## src/rtl/mwlsm_pkg.sv

```systemverilog
// shared types and constants for the multi-wall limit switch mover
// no dependencies
package mwlsm_pkg;

  localparam int WALL_SLOTS      = 5;
  localparam int WALL_COUNT_DEF  = 5;
  localparam int DUTY_W          = 8;
  localparam int TICK_W          = 16;
  localparam int COUNT_W         = 32;
  localparam int CFG_IDX_W       = 2;
  localparam int CFG_DATA_W      = 16;

  localparam logic [DUTY_W-1:0] DUTY_RESET    = 8'd255;
  localparam logic [TICK_W-1:0] TIMEOUT_RESET = 16'd2500;

  localparam logic [1:0] KIND_TICK  = 2'd0;
  localparam logic [1:0] KIND_START = 2'd1;
  localparam logic [1:0] KIND_CLEAR = 2'd2;

  localparam logic [1:0] DIR_NONE = 2'd0;
  localparam logic [1:0] DIR_DOWN = 2'd1;
  localparam logic [1:0] DIR_UP   = 2'd2;

  localparam logic [CFG_IDX_W-1:0] CFG_UP_DUTY   = 2'd0;
  localparam logic [CFG_IDX_W-1:0] CFG_DOWN_DUTY = 2'd1;
  localparam logic [CFG_IDX_W-1:0] CFG_TIMEOUT   = 2'd2;

  typedef struct packed {
    logic       check;
    logic       start;
    logic       clear;
    logic [1:0] dir;
  } wall_ctrl_t;

endpackage

```

## src/rtl/mwlsm_wall.sv

```systemverilog
// one wall: switch latch, down-hit counter and done flag
// depends on mwlsm_pkg
module mwlsm_wall import mwlsm_pkg::*; (
  input  logic               clk,
  input  logic               rst,
  input  wall_ctrl_t         ctrl,
  input  logic               up_sw,
  input  logic               down_sw,
  output logic               done_next,
  output logic [COUNT_W-1:0] count
);

  logic [1:0]         latch;
  logic [1:0]         latch_next;
  logic [COUNT_W-1:0] count_next;
  logic               done;
  logic [1:0]         hit;

  always_comb begin
    latch_next = latch;
    count_next = count;
    done_next  = done;
    hit        = DIR_NONE;
    if (ctrl.start) begin
      done_next = 1'b0;
    end
    if (ctrl.clear) begin
      count_next = '0;
    end
    if (ctrl.check && !done) begin
      if (down_sw && latch != DIR_DOWN) begin
        latch_next = DIR_DOWN;
        count_next = count + COUNT_W'(1);
        hit        = DIR_DOWN;
      end else if (up_sw && latch != DIR_UP) begin
        latch_next = DIR_UP;
        hit        = DIR_UP;
      end
      if (hit != DIR_NONE && hit == ctrl.dir) begin
        done_next = 1'b1;
      end
    end
  end

  always_ff @(posedge clk) begin
    if (rst) begin
      latch <= DIR_NONE;
      count <= '0;
      done  <= 1'b0;
    end else begin
      latch <= latch_next;
      count <= count_next;
      done  <= done_next;
    end
  end

endmodule

```

## src/rtl/multi_wall_limit_switch_mover_core.sv

```systemverilog
// result: valid in the cycle after its request is accepted
// throughput: one request per cycle; in_ready follows the result register
// (free or being taken), so requests flow back to back under no stall
// reset: sync active high; drives off, latches, counts and flags cleared,
// duties 255, timeout 2500 ticks
module multi_wall_limit_switch_mover_core import mwlsm_pkg::*; #(
  parameter int WALL_COUNT = WALL_COUNT_DEF
) (
  input  logic                  clk,
  input  logic                  rst,
  input  logic                  cfg_write,
  input  logic [CFG_IDX_W-1:0]  cfg_index,
  input  logic [CFG_DATA_W-1:0] cfg_data,
  input  logic                  in_valid,
  output logic                  in_ready,
  input  logic [1:0]            kind,
  input  logic [1:0]            run_direction,
  input  logic [4:0]            up_switches,
  input  logic [4:0]            down_switches,
  output logic                  out_valid,
  input  logic                  out_ready,
  output logic [4:0]            drive_down_mask,
  output logic [4:0]            drive_up_mask,
  output logic [DUTY_W-1:0]     down_level,
  output logic [DUTY_W-1:0]     up_level,
  output logic                  busy_res,
  output logic                  timed_out,
  output logic [COUNT_W-1:0]    count_wall0,
  output logic [COUNT_W-1:0]    count_wall1,
  output logic [COUNT_W-1:0]    count_wall2,
  output logic [COUNT_W-1:0]    count_wall3,
  output logic [COUNT_W-1:0]    count_wall4
);

  logic [DUTY_W-1:0] up_duty;
  logic [DUTY_W-1:0] down_duty;
  logic [TICK_W-1:0] timeout_ticks;

  logic              running;
  logic              running_next;
  logic [1:0]        active_dir;
  logic [1:0]        active_dir_next;
  logic [TICK_W-1:0] elapsed;
  logic [TICK_W-1:0] elapsed_next;
  logic              timeout_flag;
  logic              timeout_flag_next;

  logic              accept;
  wall_ctrl_t        ctrl;
  logic [WALL_SLOTS-1:0] done_vec;
  logic [COUNT_W-1:0]    counts [WALL_SLOTS];
  logic [WALL_SLOTS-1:0] live;
  logic [4:0]            dmask;
  logic [4:0]            umask;

  assign in_ready = !out_valid || out_ready;
  assign accept   = in_valid && in_ready;

  // config registers
  always_ff @(posedge clk) begin
    if (rst) begin
      up_duty       <= DUTY_RESET;
      down_duty     <= DUTY_RESET;
      timeout_ticks <= TIMEOUT_RESET;
    end else if (cfg_write) begin
      case (cfg_index)
        CFG_UP_DUTY:   up_duty       <= cfg_data[DUTY_W-1:0];
        CFG_DOWN_DUTY: down_duty     <= cfg_data[DUTY_W-1:0];
        CFG_TIMEOUT:   timeout_ticks <= cfg_data;
        default: ;
      endcase
    end
  end

  // per-wall control
  always_comb begin
    ctrl.check = accept && kind == KIND_TICK && running && (elapsed < timeout_ticks);
    ctrl.start = accept && kind == KIND_START &&
                 (run_direction == DIR_DOWN || run_direction == DIR_UP);
    ctrl.clear = accept && kind == KIND_CLEAR;
    ctrl.dir   = active_dir;
  end

  for (genvar g = 0; g < WALL_SLOTS; g++) begin : g_wall
    if (g < WALL_COUNT) begin : g_live
      mwlsm_wall u_wall (
        .clk       (clk),
        .rst       (rst),
        .ctrl      (ctrl),
        .up_sw     (up_switches[g]),
        .down_sw   (down_switches[g]),
        .done_next (done_vec[g]),
        .count     (counts[g])
      );
    end else begin : g_absent
      assign done_vec[g] = 1'b1;
      assign counts[g]   = '0;
    end
  end

  // run control
  always_comb begin
    running_next      = running;
    active_dir_next   = active_dir;
    elapsed_next      = elapsed;
    timeout_flag_next = timeout_flag;
    if (accept) begin
      case (kind)
        KIND_TICK: begin
          if (running) begin
            if (ctrl.check) begin
              elapsed_next = elapsed + TICK_W'(1);
            end
            if (elapsed_next >= timeout_ticks) begin
              running_next      = 1'b0;
              timeout_flag_next = !(&done_vec);
            end
          end
        end
        KIND_START: begin
          if (ctrl.start) begin
            running_next      = 1'b1;
            active_dir_next   = run_direction;
            elapsed_next      = '0;
            timeout_flag_next = 1'b0;
          end
        end
        default: ;
      endcase
    end
  end

  always_ff @(posedge clk) begin
    if (rst) begin
      running      <= 1'b0;
      active_dir   <= DIR_NONE;
      elapsed      <= '0;
      timeout_flag <= 1'b0;
    end else begin
      running      <= running_next;
      active_dir   <= active_dir_next;
      elapsed      <= elapsed_next;
      timeout_flag <= timeout_flag_next;
    end
  end

  // result formation
  always_comb begin
    live  = ~done_vec;
    dmask = '0;
    umask = '0;
    if (running_next) begin
      if (active_dir_next == DIR_DOWN) begin
        dmask = live;
      end else if (active_dir_next == DIR_UP) begin
        umask = live;
      end
    end
  end

  always_ff @(posedge clk) begin
    if (rst) begin
      out_valid <= 1'b0;
    end else if (accept) begin
      out_valid <= 1'b1;
    end else if (out_ready) begin
      out_valid <= 1'b0;
    end
  end

  always_ff @(posedge clk) begin
    if (rst) begin
      drive_down_mask <= '0;
      drive_up_mask   <= '0;
      down_level      <= '0;
      up_level        <= '0;
      busy_res        <= 1'b0;
      timed_out       <= 1'b0;
    end else if (accept) begin
      drive_down_mask <= dmask;
      drive_up_mask   <= umask;
      down_level      <= (dmask != '0) ? down_duty : '0;
      up_level        <= (umask != '0) ? up_duty : '0;
      busy_res        <= running_next;
      timed_out       <= timeout_flag_next;
    end
  end

  // counters are already registered inside the walls and change only on accept
  assign count_wall0 = counts[0];
  assign count_wall1 = counts[1];
  assign count_wall2 = counts[2];
  assign count_wall3 = counts[3];
  assign count_wall4 = counts[4];

endmodule

```

## config.mk

```make
export PLATFORM = sky130hd
export DESIGN_NAME = multi_wall_limit_switch_mover_core
export DESIGN_NICKNAME = d
export VERILOG_FILES = /design/src/rtl/mwlsm_pkg.sv /design/src/rtl/mwlsm_wall.sv /design/src/rtl/multi_wall_limit_switch_mover_core.sv
export SDC_FILE = /design/constraint.sdc
export NUM_CORES = 1
export LEC_CHECK = 0
export ABC_AREA = 1
export BUFFER_PORTS_ARGS = -buffer_cell sky130_fd_sc_hd__buf_2
export CORE_UTILIZATION = 35
export CTS_BUF_LIST = sky130_fd_sc_hd__clkbuf_8
export CTS_CLUSTER_SIZE = 30
export DETAILED_ROUTE_END_ITERATION = 8
export PLACE_DENSITY = 0.54
export SYNTH_ARGS = -nofsm -noshare
export SYNTH_HDL_FRONTEND = slang
export SYNTH_SLANG_ARGS = --single-unit
```

## constraint.sdc

```tcl
create_clock -name clk -period 3.53 [get_ports clk]
set_input_delay 0.5295 -clock clk [delete_from_list [all_inputs] [get_ports clk]]
set_output_delay 0.5295 -clock clk [all_outputs]
set_load 0.01 [all_outputs]
```

==> metrics, run 1 <==
nets@finish 2270; Critical Path Start Type register; final wirelength 41360 um; post-synthesis xor/xnor area fraction around 1.7%; Synth area leader dfxtp_1; FP Rows 71; Critical Path Start timeout_ticks[15]; sequential power share 48.7%; most numerous cell in the Yosys netlist nand2_1; clock buffer depth 3; root buffer cell clkbuf_8; vias in the first global route 12.82k; Routed Antenna Nets 0; max-slew violations 0; port bufs 226; Internal 4494 uW; main area contributors after synthesis dfxtp_1 39%, nand2_1 12%, inv_1 7.0%, a21oi_1 6.2%, nor2_1 5.0%; Synthesized Nets 1995; Setup Crit Path Kind reg2reg; GRT Util Overall 21.11%; peak supply drop 0.0002699 V; H-Tree Depth 2; Switching Share about a quarter; RSZ-0062 raised after global routing true; Area Growth Syn to Fin 24.02%; CTS tree done; clock-pin slew on the worst setup and hold paths 0.06 ns; largest family of logic cells by synthesized area simple AND/OR/NAND/NOR gates; Clk Latency, worst-skew pair 0.62 ns; most common library cells after synthesis 415 x nand2_1, 256 x dfxtp_1, 247 x inv_1; Clock Sinks 256; drc violations 0; drt wl/cell 15.12 um; status completed; 1st-iter DRT viols 796; PD cells 365.2 mW/mm^2; CP Capture Type register; Core Region 0.03758 mm^2; Simple-Gate Fraction of Synth Area 27.65%; io pins 227; Worst slew margin 53.46%; cts hold-fix bufs 0; worst hold path type in2reg; CTS buffer count 47; worst hold margin 0.1436 ns; Fin Setup TNS 0 ns; gr ovfl total 0; worst slew pin tran about 0.70 ns; Setup crit end down_level[7]; worst reg-to-reg setup slack between 0.1 and 0.15 ns; ys async rst share 0%; largest net degree at the start of global routing 53; Final Skew 0.03250 ns; routed vias/inst 5.018; synthesized flop and latch total 256; GPL Wtd Cong ~0.88; Synth top area share 38.52%; Final Hold Viols 0; Final Worst Setup Slack 0.1267 ns; worst-case reg-to-reg path depth 27; predominant post-synthesis flop cell dfxtp_1; period utilization 96.41%; Seq/Total Area, Yosys about two fifths; Synth Area in Compound Gates a little under a fifth; detailed placement HPWL approximately 30000 um; leak pwr slightly above 0.007 uW; mux cell area share after synthesis 0%; worst reg2reg startpoint timeout_ticks[15]; TritonRoute pass-1 iters 5; Max Cap Viol 0; layout cell share with drive strength beyond 1 20.38%; cells after synthesis just under 2k; Final min period 3.403 ns; Starting Density 35.40%; Post-synth EDFFs 0; Via Count 13.73k; r2r endpoint down_level[7]; Sw Pwr 1531 uW; initial antenna violation count 2; Worst Path Max Fanout 8; Yosys cell types 47; pre-CTS setup slack -0.1187 ns; Clock Power Share 45.9%; Comb power frac approximately 5.4%; Max Clk Rate 293.8 MHz; first-pass GRT wire length between 60000 and 70000 um; Chip Height 197.0 um; Post-Syn Area 0.01330 mm^2; Worst Path Required 4.06 ns; die width slightly below 200 um; CP arrival 3.94 ns; fraction of the mapped netlist area in adder cells 3.480%; die footprint 0.03880 mm^2; final setup fails 0; fillcell total 3945; Synth Warn # 0; Mean Syn Cell Area 6.926 um^2
-- state kept, by name (all words and copies together) (netlist names), 5 cells and up --
| register | flops |
|---|---|
| g_wall.g_live.u_wall.count | 160 |
| elapsed | 16 |
| timeout_ticks | 16 |
| g_wall.g_live.u_wall.latch | 10 |
| down_duty | 8 |
| down_level | 8 |
| up_duty | 8 |
| up_level | 8 |
| drive_down_mask | 5 |
| drive_up_mask | 5 |
| g_wall.g_live.u_wall.done | 5 |
-- worst max-delay path: stages, from the launching register on --
cell,delay [ns]
dfxtp_2,0.32
inv_2,0.04
ha_4,0.26
nand4_1,0.21
a21oi_2,0.17
buf_4,0.14
nor2_4,0.04
nand2_4,0.10
buf_6,0.14
inv_1,0.08
nand3_1,0.08
xor2_1,0.14
inv_1,0.07
ha_1,0.29
nand4_1,0.10
inv_1,0.05
nand2_1,0.06
o211ai_1,0.09
nand2_1,0.09
nand3_2,0.10
nand2_2,0.07
nand3_2,0.08
nand2_4,0.12
nand2_4,0.05
nor2_2,0.11
buf_6,0.15
nand2_2,0.05
a21oi_1,0.13
-- how the worst min path moves through the flow --
stage / to / from / depth (start not counted) / slack [ns]
finish: timeout_ticks[8] / cfg_data[8] / 3 / 0.14
global route: timeout_ticks[8] / cfg_data[8] / 3 / 0.13
CTS: timeout_ticks[8] / cfg_data[8] / 3 / 0.09
detailed placement: g_wall[0].g_live.u_wall.latch[1] / g_wall[0].g_live.u_wall.latch[1] / 2 / 0.45
global placement: g_wall[0].g_live.u_wall.latch[1] / g_wall[0].g_live.u_wall.latch[1] / 2 / 0.44
floorplan: g_wall[3].g_live.u_wall.latch[1] / g_wall[3].g_live.u_wall.latch[1] / 2 / 0.43
-- timing repair --
| action | 4_1_cts | 5_1_grt |
|---|---|---|
| gates resized for setup | 4 | 58 |
| setup endpoints to repair | 17 | 30 |
| pin swaps | 1 | 29 |
| setup buffers | 0 | 4 |
-- area by class of cell --
cell class / instances / area [um^2] / area share (%)
multi-input cells: 1332 / 7128 / 43.20
clock buffers: 58 / 798.3 / 4.838
repair buffers: 299 / 1734 / 10.51
diodes: 2 / 5.005 / 0.03033
inverters: 260 / 977.2 / 5.922
flip-flops and latches: 256 / 5130 / 31.09
clock inverters: 18 / 87.58 / 0.5308
well taps: 511 / 639.4 / 3.875
-- cell usage in the layout (no fill, tap or decap), drive strengths merged, types with 41 or more instances in the layout --
master  count
a21oi     166
buf       299
clkbuf     58
dfxtp     256
inv       274
nand2     420
nand3      87
nand4      41
nor2      186
nor3       76
o211ai     47
o21ai     101
-- routing by layer --
layer	part of all wire [%]	vias up	global-route usage [%]
met5	0	-	0
met4	2.3	0	6.546
met3	6.3	68	4.757
met2	44	362	33.08
met1	47	6281	28.68
li1	-	7019	-
-- power groups by stage --
stage,clock (uW),combinational (uW),sequential [uW]
3_3_place_gp,0,313,2990
2_1_floorplan,0,169,3000
6_report,2770,325,2930
5_1_grt,3000,363,2930
4_1_cts,2880,317,2930
3_5_place_dp,0,314,2990
-- cells by family (layout without fill, tap and decap cells) --
| kind of cell | Yosys count | after routing |
|---|---|---|
| xor+xnor | 26 | 26 |
| compound gates | 424 | 424 |
| flops | 256 | 256 |
| buf+inv | 333 | 635 |
| simple gates | 845 | 845 |
| fa+ha+maj | 37 | 37 |
| other cells | 0 | 2 |
-- per-stage QoR --
stage                     area, um^2  std cells  total power [uW]  util, %
after floorplan                13310       1921              3165        -
after global placement         15360       2655              3307    40.87
after detailed placement       15360       2655              3309    40.87
after CTS                      16260       2731              6127    43.26
after global routing           16500       2736              6294    43.91
final                          16500       2736              6025    43.91
(Power assumes the default switching activity.)
==> run 2, diff against run 1 <==
--- a/config.mk
+++ b/config.mk
@@ -11,7 +11,6 @@
 export CTS_BUF_LIST = sky130_fd_sc_hd__clkbuf_8
 export CTS_CLUSTER_SIZE = 30
 export DETAILED_ROUTE_END_ITERATION = 8
-export PLACE_DENSITY = 0.54
 export SYNTH_ARGS = -nofsm -noshare
 export SYNTH_HDL_FRONTEND = slang
 export SYNTH_SLANG_ARGS = --single-unit
==> run 2 against run 1 <==
  * Die area is the same
  * Total power is 7.0% higher
  * Utilization increased by 0.83 points
  * Largest power group is now the clock network
  * Highest routed layer is now met5
==> metrics, run 2 (synthesis results as in run 1) <==
final wirelength 42050 um (+1.7%); worst slew pin tran 0.9206 ns (+0.2225 ns); RSZ-0062 raised after global routing true; Starting Density 35.40% (unchanged); Comb power frac 5.1% (-0.3 points); H-Tree Depth 2 (unchanged); Clock Sinks 256 (unchanged); vias in the first global route 12.96k (+1.1%); nets@finish 2259 (-0.48%); FP Rows 71 (unchanged); design area 0.01681 mm^2 (+1.9%); worst hold margin 0.1903 ns (+0.04677 ns); most used cell, CP nand2_2; leak pwr 0.007103 uW (+0.73%); GRT Util Overall 21.09% (about the same); clock-pin slew on the worst setup and hold paths 0.06 ns (about the same); io pins 227 (unchanged); Final min period 3.454 ns (+0.05115 ns); port bufs 226 (unchanged); Clock Power Share 49.4% (+3.5 points); Final Skew 0.02610 ns (-0.006397 ns); post-place instance area 0.01525 mm^2 (-0.70%); most flop-heavy register g_wall.g_live.u_wall.count; gr ovfl total 0 (unchanged); initial antenna violation count 3 (+1); max FFs per register 160 (unchanged); Setup Crit Path Kind reg2reg; Critical Path Start Type register; Chip Height 197.0 um (unchanged); delay of the slowest cell on the worst path 0.30 ns (-0.02 ns); layout cell share with drive strength beyond 1 21.83% (+1.4 points); drt wl/cell 15.37 um (+1.7%); clock buffer depth 3 (unchanged); fin cells 2735 (-0.037%); Multi-input gate area 0.007340 mm^2 (+3.0%); GPL Wtd Cong 0.8839 (about the same); Switching Share 24.72% (-0.69 points); Worst Path Max Fanout 4 (-4); Routed Antenna Nets 0 (unchanged); sequential power share 45.5% (-3.2 points); CP Capture Type register; Area Growth Syn to Fin 26.36%; die footprint 0.03880 mm^2 (unchanged); Fin Setup TNS 0 ns (unchanged); peak supply drop 0.0002752 V (+2.0%); period utilization 97.86% (+1.4 points); TritonRoute pass-1 iters 5 (unchanged); Final Hold Viols 0 (unchanged); die width 197.0 um (unchanged); drc violations 0 (unchanged); Internal 4853 uW (+8.0%); DP Cell Count 2643 (-0.45%); final setup fails 0 (unchanged); status completed; fillcell total 3872 (-1.9%); Worst slew margin 38.62% (-15 points); Via Count 13.99k (+1.9%); PD cells 383.5 mW/mm^2 (+5.0%); Max Clk Rate 289.5 MHz (-1.5%); Max Cap Viol 0 (unchanged); CTS buffer count 48 (+2.1%); Worst Path Required 3.99 ns (-0.07 ns); CTS tree done; worst hold path type in2reg; routed vias/inst 5.115 (+1.9%); root buffer cell clkbuf_8; Slowest cell on crit path dfxtp_1; Final Power 6447 uW (+7.0%); most common cell after layout, fill and taps aside nand2_1; detailed placement HPWL 29700 um (+0.55%); first-pass GRT wire length 66570 um (+0.40%); max-slew violations 0 (unchanged); Core Region 0.03758 mm^2 (unchanged); commonest non-fill, non-tap cells in the layout 394 x nand2_1, 249 x inv_1, 249 x dfxtp_1, 225 x buf_2, 168 x nor2_1; FF/Latch Area 0.005134 mm^2 (about the same); largest net degree at the start of global routing 67 (+26%); CP arrival 3.91 ns (-0.03 ns); Clk Latency, worst-skew pair 0.62 ns (about the same); top flop regs g_wall.g_live.u_wall.count x160, elapsed x16, timeout_ticks x16; Sw Pwr 1594 uW (+4.1%); 1st-iter DRT viols 796 (unchanged)
==> run 2: cell count changes in the layout (fill, tap and decap cells not counted), moves of 3 or more <==
cell / delta
inv_1: -7
dfxtp_1: -3
xor2_2: +3
a21oi_2: +8
buf_4: -12
inv_2: +4
xor2_1: -3
ha_1: -10
dfxtp_2: +3
clkbuf_8: +9
a21oi_1: -8
ha_4: +10
==> run 2: routing by layer <==
| layer | track usage, % | vias to the layer above | routed length [um] |
|---|---|---|---|
| met5 | 0 | - | 37 |
| met4 | 7.149 | 6 | 932 |
| met3 | 4.158 | 78 | 2927 |
| met2 | 33.57 | 390 | 19060 |
| met1 | 28.38 | 6487 | 19100 |
| li1 | - | 7029 | - |
==> run 2: final timing paths <==
check | startpoint | to | slack (ns) | cells past startpoint
max | timeout_ticks[5] | down_level[1] | 0.08 | 28
min | cfg_data[11] | timeout_ticks[11] | 0.19 | 3
max reg2reg | timeout_ticks[5] | down_level[1] | 0.08 | 28
min reg2reg | g_wall[3].g_live.u_wall.latch[0] | g_wall[3].g_live.u_wall.latch[0] | 0.46 | 2
==> run 2: repair_timing <==
| item | 4_1_cts | 5_1_grt |
|---|---|---|
| endpoints found under the setup margin | 18 | 30 |
| pin swaps | 6 | 34 |
| resized for setup | 8 | 95 |
| hold buffers | 0 | 0 |
| setup buffers | 1 | 2 |
==> run 2: through the flow <==
stage          utilization (%)  setup slack, ns
6_report                 44.74          0.07559
5_1_grt                  44.72          -0.1246
4_1_cts                  43.59          0.01403
3_5_place_dp             40.59          -0.1598
3_3_place_gp             40.59          0.03036
2_1_floorplan                -          0.08336
==> run 2: worst max-delay path: cells and delay by family, from the launching register on <==
kind / cells / cell delay [ns]
XOR/XNOR: 1 / 0.18
AO/OA/AOI/OAI: 3 / 0.31
buffers and inverters: 4 / 0.44
adder cells (fa/ha/maj): 2 / 0.50
flip-flops: 1 / 0.30
AND/OR/NAND/NOR: 18 / 1.59
==> run 2: final cells by class <==
cell class | instances | area share (%)
Clock buffer | 67 | 5.485
Sequential cell | 256 | 30.54
Tap cell | 511 | 3.803
Inverter | 260 | 5.828
Timing Repair Buffer | 287 | 9.750
Multi-Input combinational cell | 1332 | 43.66
Clock inverter | 20 | 0.9080
Antenna cell | 2 | 0.02977
==> run 2: power by group through the flow <==
| stage | clock [uW] | combinational (uW) | sequential (uW) |
|---|---|---|---|
| global placement | 0 | 302 | 2990 |
| global route | 3420 | 361 | 2930 |
| finish | 3190 | 327 | 2930 |
| CTS | 3290 | 307 | 2930 |
| floorplan | 0 | 169 | 3000 |
| detailed placement | 0 | 303 | 2990 |
==> run 3, diff against run 2 <==
--- a/config.mk
+++ b/config.mk
@@ -7,10 +7,12 @@
 export LEC_CHECK = 0
 export ABC_AREA = 1
 export BUFFER_PORTS_ARGS = -buffer_cell sky130_fd_sc_hd__buf_2
-export CORE_UTILIZATION = 35
+export CORE_UTILIZATION = 45
 export CTS_BUF_LIST = sky130_fd_sc_hd__clkbuf_8
 export CTS_CLUSTER_SIZE = 30
 export DETAILED_ROUTE_END_ITERATION = 8
+export PLACE_DENSITY = 0.66
+export SLEW_MARGIN = 10
 export SYNTH_ARGS = -nofsm -noshare
 export SYNTH_HDL_FRONTEND = slang
 export SYNTH_SLANG_ARGS = --single-unit
==> constraint.sdc (replaced) <==
create_clock -name clk -period 3.6 [get_ports clk]
set_input_delay 0.54 -clock clk [delete_from_list [all_inputs] [get_ports clk]]
set_output_delay 0.54 -clock clk [all_outputs]
set_load 0.01 [all_outputs]
==> run 3 against run 2 <==
  * Critical path depth unchanged
  * Clock power fell by 15%
  * Sequential power decreased by 2%
  * Critical endpoint is now up_level[2]
==> metrics, run 3 (synthesis results as in run 1) <==
peak supply drop 0.0002735 V (-0.62%); drc violations 0 (unchanged); delay of the slowest cell on the worst path 0.33 ns (+0.03 ns); post-place instance area 0.01510 mm^2 (-0.96%); CTS tree done; period utilization 96.62% (-1.2 points); CP delay by family, top simple AND/OR/NAND/NOR gates; layout cell share with drive strength beyond 1 20.66% (-1.2 points); worst hold start cfg_data[11]; Fin Setup TNS 0 ns (unchanged); gr ovfl total 0 (unchanged); max FFs per register 160 (unchanged); Worst Path Required 4.02 ns (+0.03 ns); H-Tree Depth 2 (unchanged); pre-CTS setup slack -0.3423 ns (-0.1825 ns); largest net degree at the start of global routing 64 (-4.5%); Worst Path Max Fanout 5 (+1); Chip Height 173.9 um (-12%); initial antenna violation count 0 (-3); RSZ-0062 raised after global routing true; Area Growth Syn to Fin 23.29%; Worst slew margin 49.86% (+11 points); Via Count 13.91k (-0.58%); CP Capture Type register; GPL Wtd Cong 0.9058 (+2.5%); Slowest cell on crit path dfxtp_2; WP buf/inv 3 (-1); port bufs 226 (unchanged); 1st-iter DRT viols 983 (+23%); Routed Antenna Nets 0 (unchanged); routed vias/inst 5.325 (+4.1%); commonest non-fill, non-tap cells in the layout 396 x nand2_1, 258 x inv_1, 253 x dfxtp_1, 225 x buf_2, 171 x nor2_1; worst-case reg-to-reg path depth 28 (unchanged); Max Clk Rate 287.5 MHz (-0.69%); Setup Crit Path Kind reg2reg; most flop-heavy register g_wall.g_live.u_wall.count; Final Hold Viols 0 (unchanged); worst reg2reg startpoint elapsed[13]; worst hold path type in2reg; Final Worst Setup Slack 0.1217 ns (+0.04607 ns); r2r endpoint up_level[2]; final setup fails 0 (unchanged); drt wl/cell 14.90 um (-3.1%); Final Skew 0.01984 ns (-0.006265 ns); clock buffer depth 3 (unchanged); Starting Density 46.10% (+11 points); die footprint 0.03026 mm^2 (-22%); die width 173.9 um (-12%); final wirelength 38920 um (-7.5%); leak pwr 0.007061 uW (-0.59%); max-slew violations 0 (unchanged); design area 0.01640 mm^2 (-2.4%); first-pass GRT wire length 62730 um (-5.8%); CP arrival 3.89 ns (-0.02 ns); Final min period 3.478 ns (+0.02393 ns); Core Region 0.02886 mm^2 (-23%); Clk Latency, worst-skew pair 0.56 ns (-0.06 ns); GRT Util Overall 24.81% (+3.7 points); worst slew pin tran 0.7464 ns (-0.1743 ns); PD cells 359.9 mW/mm^2 (-6.2%); status completed; CTS buffer count 48 (unchanged); worst reg-to-reg setup slack 0.12 ns (+0.05 ns); top flop regs g_wall.g_live.u_wall.count x160, elapsed x16, timeout_ticks x16; detailed placement HPWL 27280 um (-8.1%); cts hold-fix bufs 0 (unchanged); FP Rows 62 (-13%); clock-pin slew on the worst setup and hold paths 0.06 ns (about the same); vias in the first global route 12.74k (-1.6%); root buffer cell clkbuf_8; TritonRoute pass-1 iters 5 (unchanged); hold path depth 3 (unchanged); io pins 227 (unchanged); Hold Crit Endpoint timeout_ticks[11]; Max Cap Viol 0 (unchanged); Clock Sinks 256 (unchanged); nets@finish 2267 (+0.35%); Critical Path Start Type register; most common cell after layout, fill and taps aside nand2_1
==> run 3: changes by cell type in the layout (fill, tap and decap cells not counted), sizes merged <==
| cell | delta |
|---|---|
| clkbuf | -11 |
| buf | +8 |
| diode | -1 |
| inv | +7 |
| clkinv | +2 |
| bufinv | -1 |
==> run 3: worst reg2reg max path, delay by kind of cell, from the launching register on <==
family / cells / cell delay (ns)
AO/OA/AOI/OAI: 2 / 0.18
flip-flops: 1 / 0.33
buffers and inverters: 3 / 0.30
XOR/XNOR: 1 / 0.18
AND/OR/NAND/NOR: 20 / 1.84
adder cells (fa/ha/maj): 2 / 0.51
==> run 3: what timing repair did <==
item | 4_1_cts | 5_1_grt
endpoints found under the setup margin | 27 | 29
gates cloned | 0 | 0
gates resized for setup | 12 | 70
endpoints found under the hold margin | 0 | 0
pin swaps | 2 | 29
setup buffers | 0 | 7
==> run 3: area by class of cell <==
class	count	area [um^2]
clock inverters	28	147.6
flip-flops and latches	256	5129
fillers	2781	12460
well taps	384	480.5
inverters	260	984.7
multi-input cells	1332	7194
diodes	1	2.502
clock buffers	56	770.7
repair buffers	295	1693
==> run 3: through the flow <==
step	std cells	total power [uW]	util [%]	hold slack [ns]
floorplan	1921	3104	-	0.4295
global placement	2520	3227	52.34	0.4381
detailed placement	2520	3228	52.34	0.4559
CTS	2604	5960	55.64	0.1703
global route	2611	6145	56.83	0.1934
finish	2612	5903	56.84	0.1971
==> run 3: metal layers <==
metal | up-vias | track usage [%] | share of wire, %
met3 | 70 | 5.140 | 7.7
li1 | 7021 | - | -
met4 | 0 | 6.798 | 2.1
met5 | - | 0 | 0
met2 | 473 | 38.88 | 44
met1 | 6345 | 34.41 | 46
==> run 3: worst max-delay path by stage <==
stage               cells after the start  slack [ns]               from            end
detailed placement                     27       -0.34            kind[0]    up_level[4]
CTS                                    27        0.03  timeout_ticks[15]    up_level[4]
global placement                       27       -0.17            kind[0]    up_level[0]
finish                                 28        0.12        elapsed[13]    up_level[2]
global route                           27       -0.13   timeout_ticks[3]  down_level[4]
floorplan                              28        0.05          out_ready  down_level[0]
==> run 3: power breakdown <==
group | switching [uW] | leakage (uW) | total, uW | internal (uW)
Combinational | 216 | 0.00445 | 316 | 99.4
Sequential | 11.3 | 0.00207 | 2880 | 2860
Clock | 1230 | 0.000540 | 2710 | 1480
